### src/design/tct_pkg.sv
// Package with the shared types and command codes of the touch contact table.
`default_nettype none
package tct_pkg;

  localparam logic [1:0] CMD_DOWN   = 2'd0;
  localparam logic [1:0] CMD_MOVE   = 2'd1;
  localparam logic [1:0] CMD_UP     = 2'd2;
  localparam logic [1:0] CMD_CANCEL = 2'd3;

  typedef struct packed {
    logic [1:0]  command;
    logic [31:0] touch_id;
    logic [15:0] pos_x;
    logic [15:0] pos_y;
  } tct_in_t;

  typedef struct packed {
    logic        forwarded;
    logic [3:0]  slot;
    logic [15:0] start_x;
    logic [15:0] start_y;
    logic [4:0]  active_count;
  } tct_out_t;

  typedef struct packed {
    logic [31:0] id;
    logic [15:0] cur_x;
    logic [15:0] cur_y;
    logic [15:0] init_x;
    logic [15:0] init_y;
  } tct_entry_t;

  typedef struct packed {
    logic load;
    logic move;
    logic shift;
  } tct_cell_ctl_t;

endpackage
`default_nettype wire

### src/design/tct_cell.sv
// One table cell: holds a contact entry, loads or moves it, compares its id and takes its neighbor's entry.
`default_nettype none
module tct_cell (
  input  wire                    clk,
  input  tct_pkg::tct_in_t       key,
  input  wire                    valid,
  input  tct_pkg::tct_cell_ctl_t ctl,
  input  tct_pkg::tct_entry_t    nbr,
  output tct_pkg::tct_entry_t    entry,
  output logic                   hit
);
  import tct_pkg::*;

  assign hit = valid && (entry.id == key.touch_id);

  always_ff @(posedge clk) begin
    if (ctl.load) begin
      entry <= '{id: key.touch_id, cur_x: key.pos_x, cur_y: key.pos_y,
                 init_x: key.pos_x, init_y: key.pos_y};
    end else if (ctl.move) begin
      entry.cur_x <= key.pos_x;
      entry.cur_y <= key.pos_y;
    end else if (ctl.shift) begin
      entry <= nbr;
    end
  end

endmodule
`default_nettype wire

### src/design/touch_contact_table_unit.sv
// Top level of the touch contact table: input stage, row of contact cells, result register.
// An accepted transaction waits in the input stage until the result register is free; its result is then registered.
// No new transaction is accepted while one is pending; the cell row is updated as the result is registered.
// An input transaction may be accepted while the previous result still waits on the output.
// Reset clears the contact count and the handshake state; cell contents are not cleared.
`default_nettype none
module touch_contact_table_unit #(
  parameter int MAX_CONTACTS = 16
) (
  input  wire                clk,
  input  wire                rst,
  input  wire                in_valid,
  output logic               in_stall,
  input  tct_pkg::tct_in_t   in_data,
  output logic               out_valid,
  input  wire                out_stall,
  output tct_pkg::tct_out_t  out_data
);
  import tct_pkg::*;

  localparam int CW = $clog2(MAX_CONTACTS + 1);
  localparam int IW = (MAX_CONTACTS > 1) ? $clog2(MAX_CONTACTS) : 1;

  tct_in_t                    key;
  logic                       pend;
  logic [CW-1:0]              count;
  logic [CW-1:0]              count_next;
  logic                       exec;
  tct_entry_t                 entries [MAX_CONTACTS];
  tct_cell_ctl_t              ctl [MAX_CONTACTS];
  logic [MAX_CONTACTS-1:0]    hit;
  logic [MAX_CONTACTS-1:0]    first;
  logic [MAX_CONTACTS-1:0]    after;
  logic                       found;
  logic                       full;
  logic [IW-1:0]              hit_idx;
  logic [15:0]                hit_sx;
  logic [15:0]                hit_sy;
  tct_out_t                   res;

  assign in_stall = pend;
  assign exec     = pend && (!out_valid || !out_stall);
  assign full     = (count == CW'(MAX_CONTACTS));

  always_comb begin
    logic any_lower;
    any_lower = 1'b0;
    hit_idx   = '0;
    hit_sx    = '0;
    hit_sy    = '0;
    for (int i = 0; i < MAX_CONTACTS; i++) begin
      first[i]  = hit[i] && !any_lower;
      after[i]  = hit[i] || any_lower;
      any_lower = any_lower || hit[i];
      if (first[i]) begin
        hit_idx = hit_idx | IW'(i);
        hit_sx  = hit_sx | entries[i].init_x;
        hit_sy  = hit_sy | entries[i].init_y;
      end
    end
    found = any_lower;
  end

  always_comb begin
    count_next = count;
    res        = '0;
    for (int i = 0; i < MAX_CONTACTS; i++) begin
      ctl[i] = '0;
    end
    if (key.command == CMD_DOWN) begin
      if (!full) begin
        count_next    = count + CW'(1);
        res.forwarded = 1'b1;
        res.slot      = 4'(count);
        res.start_x   = key.pos_x;
        res.start_y   = key.pos_y;
        for (int i = 0; i < MAX_CONTACTS; i++) begin
          ctl[i].load = exec && (count == CW'(i));
        end
      end
    end else if (found) begin
      res.forwarded = 1'b1;
      res.slot      = 4'(hit_idx);
      res.start_x   = hit_sx;
      res.start_y   = hit_sy;
      if (key.command == CMD_MOVE) begin
        for (int i = 0; i < MAX_CONTACTS; i++) begin
          ctl[i].move = exec && first[i];
        end
      end else begin
        count_next = count - CW'(1);
        for (int i = 0; i < MAX_CONTACTS; i++) begin
          ctl[i].shift = exec && after[i];
        end
      end
    end
    res.active_count = 5'(count_next);
  end

  for (genvar g = 0; g < MAX_CONTACTS; g++) begin : g_cell
    tct_cell u_cell (
      .clk   (clk),
      .key   (key),
      .valid (CW'(g) < count),
      .ctl   (ctl[g]),
      .nbr   (entries[(g + 1 < MAX_CONTACTS) ? g + 1 : g]),
      .entry (entries[g]),
      .hit   (hit[g])
    );
  end

  always_ff @(posedge clk) begin
    if (rst) begin
      pend      <= 1'b0;
      out_valid <= 1'b0;
      count     <= '0;
    end else begin
      if (in_valid && !in_stall) begin
        pend <= 1'b1;
      end else if (exec) begin
        pend <= 1'b0;
      end
      if (exec) begin
        out_valid <= 1'b1;
        count     <= count_next;
      end else if (!out_stall) begin
        out_valid <= 1'b0;
      end
    end
  end

  always_ff @(posedge clk) begin
    if (in_valid && !in_stall) begin
      key <= in_data;
    end
    if (exec) begin
      out_data <= res;
    end
  end

`ifndef SYNTHESIS
  a_count_bound: assert property (@(posedge clk) disable iff (rst)
    count <= CW'(MAX_CONTACTS))
    else $error("contact count exceeds table size");

  a_drop_zero: assert property (@(posedge clk) disable iff (rst)
    (out_valid && !out_data.forwarded) |->
      (out_data.slot == 4'd0 && out_data.start_x == 16'd0 && out_data.start_y == 16'd0))
    else $error("dropped transaction carries nonzero fields");

  a_busy_after_accept: assert property (@(posedge clk) disable iff (rst)
    (in_valid && !in_stall) |=> in_stall)
    else $error("input not stalled after accepting a transaction");

  a_count_step: assert property (@(posedge clk) disable iff (rst)
    !exec |=> (count == $past(count)))
    else $error("contact count changed without a transaction");
`endif

endmodule
`default_nettype wire
### config.mk
export PLATFORM = sky130hd
export DESIGN_NAME = touch_contact_table_unit
export DESIGN_NICKNAME = d
export VERILOG_FILES = /design/src/design/tct_pkg.sv /design/src/design/tct_cell.sv /design/src/design/touch_contact_table_unit.sv
export SDC_FILE = /design/constraint.sdc
export NUM_CORES = 2
export LEC_CHECK = 0
export BUFFER_PORTS_ARGS = -buffer_cell sky130_fd_sc_hd__buf_4
export CELL_PAD_IN_SITES_DETAIL_PLACEMENT = 0
export CELL_PAD_IN_SITES_GLOBAL_PLACEMENT = 1
export CORE_UTILIZATION = 40
export DETAILED_ROUTE_END_ITERATION = 10
export PLACE_DENSITY = 0.62
export SYNTH_ARGS = -nofsm -noshare
export SYNTH_HDL_FRONTEND = slang
export SYNTH_SLANG_ARGS = --single-unit
### constraint.sdc
create_clock -name clk -period 14 [get_ports clk]
set_input_delay 0.7 -clock clk [delete_from_list [all_inputs] [get_ports clk]]
set_output_delay 0.7 -clock clk [all_outputs]
set_load 0.02 [all_outputs]
==> impl_metrics.py <==
metrics = {
    "run_status": {
        "status": "finished clean",
    },
    "global_routing": {
        "grt_pass1_wl_mm": 253.6,
        "antenna_found_initial": 3,
        "grt_start_max_net_pins": 71,
        "grt.total_usage_pct": 24.12,
        "grt_pass1_vias": 34420,
        "gr-total-overflow": 0,
    },
    "clocking": {
        "clockRootBuffer": "clkbuf_16",
        "cts_max_path_buffers": 3,
        "clock-sinks": 1139,
        "htreeDepth": 4,
        "post_cts_resize_count": 0,
        "cts_setup_buffers": 0,
        "tritoncts": "built",
        "clock_latency_ns": 0.80,
        "cts_made_buffers": 132,
        "clk_pin_slew_worst_paths_ns": 0.06,
        "cts_hold_buffers": 0,
    },
    "logic_synthesis": {
        "synthesis.area_mm2": 0.05718,
        "synthesis.nets": 4034,
        "synthFlopType": "edfxtp_1",
        "synth_common_cells": "1,132 x edfxtp_1, 946 x mux2_2, 432 x xnor2_1",
        "synth_edf_count": 1132,
        "synth_top_area_cell": "edfxtp_1",
        "synth_seq_cells": 1139,
        "yosys_warnings": 0,
        "synth_cell_types": 68,
        "yosysMostFrequentCell": "edfxtp_1",
        "syn_area_per_cell_um2": 14.45,
        "synth.top_cell.area_share_pct": 59.45,
        "seq_area_frac_synth_pct": 59.69,
        "syn_inst": 3958,
        "ys_top_cells_by_area": "edfxtp_1 59%, mux2_2 19%, xnor2_1 6.6%",
        "synthArstFlopShare_pct": 0,
    },
    "timing": {
        "worst_pin_slew_ns": 1.367,
        "hold_viol": 0,
        "rsz0062_at_grt": "false",
        "period_share_pct": 47.93,
        "fin_crit_ns": 6.710,
        "setup_viol_count_final": 0,
        "slew_headroom_pct": 8.067,
        "fin_ws_ns": 7.290,
        "whs_ns": 0.07574,
        "fin_worst_skew_ns": 0.03493,
        "tns_ns": 0,
        "max_freq_mhz": 149.0,
        "finalMaxSlewViolations": 0,
    },
    "hold_path": {
        "hold_path_class": "primary input to flip-flop",
        "hold_start": "in_data[63]",
    },
    "drt": {
        "first_iter_violations": 3404,
        "num_vias": 34140,
        "route.detailed.drc": 0,
        "wirelength_mm": 175.8,
        "postRouteAntennaNets": 0,
        "first_pass_iters": 6,
        "viasPerCell": 5.728,
        "wl_per_cell_um": 29.50,
    },
    "power": {
        "combPwrFrac_pct": 4.6,
        "vdd.ir_drop.worst_mv": 0.1285,
        "p_seq_share_pct": 50.3,
        "swShare_pct": 23.15,
        "power_density_mw_per_mm2": 116.9,
        "p_clk_share_pct": 45.0,
        "p_int_w": 0.005764,
        "p_leak_nw": 20.67,
        "power.switching_w": 0.001736,
    },
    "die": {
        "start_util_pct": 40.34,
        "num_rows": 138,
        "coreArea_mm2": 0.1418,
        "die_area_mm2": 0.1445,
        "ios": 114,
        "die_width_um": 380.1,
        "die_h_um": 380.1,
    },
    "setup_path": {
        "cpPeakStageDelay_ns": 1.09,
        "critPathTopFamily": "simple AND/OR/NAND/NOR gates",
        "end_kind": "flip-flop",
        "critPathBufInv": 1,
        "path_class": "flip-flop to flip-flop",
        "slowest_stage": "a2111oi_0",
        "critPathRequiredTime_ns": 14.41,
        "worst_r2r_startpoint": "count[4]",
        "cp-start-kind": "flip-flop",
        "worstPathArrival_ns": 7.12,
        "critPathLaunch": "count[4]",
        "path_cells": "nand2b_1 -> nor2_1 -> a2111oi_0 -> nand4_1 -> nand3b_1 -> or4_1 -> nor2_4 -> or2_0 -> o21ai_4 -> buf_4",
        "worstPathMaxFanout": 43,
    },
    "final_layout": {
        "n_fill_cell": 12560,
        "drive_gt1_share_pct": 34.66,
        "final_core_util_pct": 45.25,
        "syn2layout_area_growth_pct": 12.17,
        "multi_input_area_mm2": 0.02165,
        "fin_nets": 4041,
        "stdcell_area_mm2": 0.06414,
        "regArea_mm2": 0.03413,
    },
    "job": {
        "maxCapViolCount": 0,
    },
    "place": {
        "port_buffers": 113,
        "placed_area_mm2": 0.06000,
        "post-dp-hpwl_mm": 108.1,
        "place.gp.congestion": 0.8485,
        "dp_slack_ns": 7.286,
    },
}
final timing paths:
| kind | to | slack [ns] | cells after the start |
|---|---|---|---|
| hold reg to reg | g_cell[15].u_cell.entry[93] | 0.53 | 0 |
| hold / removal | key[63] | 0.08 | 1 |
| setup reg to reg | g_cell[11].u_cell.entry[74] | 7.29 | 10 |
| setup / recovery | g_cell[11].u_cell.entry[74] | 7.29 | 10 |
cell families (layout without fill, tap and decap cells):
logic type      Yosys count  count (layout)  share of synthesized area [%]
fa+ha+maj                 6               6                         0.1313
compound gates          432             432                          5.499
flops                  1139            1139                          59.69
simple gates            526             526                          4.980
mux                     948             948                          18.66
buf+inv                 395             505                          3.192
xor+xnor                512             512                          7.842
other cells               0               1                              0
routing by layer:
layer | GRT usage (%) | routed length, um | vias up
met5 | 0 | 0 | -
met2 | 38.40 | 81750 | 1156
met1 | 34.16 | 79310 | 17540
met3 | 3.753 | 10320 | 255
met4 | 6.511 | 4384 | 0
li1 | - | - | 15190
layout make-up:
class                   instances  share of cell area [%]
diodes                          1                0.003901
clock buffers                 169                   5.448
clock inverters                68                   1.007
inverters                      44                  0.2594
multi-input cells            2424                   33.76
flip-flops and latches       1139                   53.21
well taps                    1890                   3.687
repair buffers                224                   2.622
stage by stage:
stage                     cells  power (W)
after floorplan            3958   0.004052
after global placement     5721   0.004194
after detailed placement   5721   0.004192
after CTS                  5958   0.007564
after global routing       5958   0.007700
final                      5959   0.007500
power by group through the flow:
| stage | Sequential [W] | Clock [W] | Combinational, W |
|---|---|---|---|
| after floorplan | 0.00384 | 0 | 0.000214 |
| after global placement | 0.00385 | 0 | 0.000348 |
| after detailed placement | 0.00385 | 0 | 0.000346 |
| after CTS | 0.00378 | 0.00344 | 0.000348 |
| after global routing | 0.00378 | 0.00355 | 0.000368 |
| final | 0.00378 | 0.00338 | 0.000347 |
cell usage in the layout, fill, tap and decap left out, drive strengths merged, types with 32 or more instances in the layout:
cell	count
nor4	44
buf	224
nand4	116
mux2	946
o2bb2ai	32
a211oi	39
nor2	38
a221oi	32
nand2	154
edfxtp	1132
a22oi	96
a21oi	81
clkinv	56
nor3	33
nand3	65
xnor2	432
nand2b	36
o21ai	62
clkbuf	169
xor2	80
inv	47
sequential cells by signal (all words and copies together) (netlist names):
signal and cells:
count 5, out_data 42, key 66, g_cell.u_cell.entry 1024, in_stall 1, out_valid 1
(Power assumes the default switching activity.)
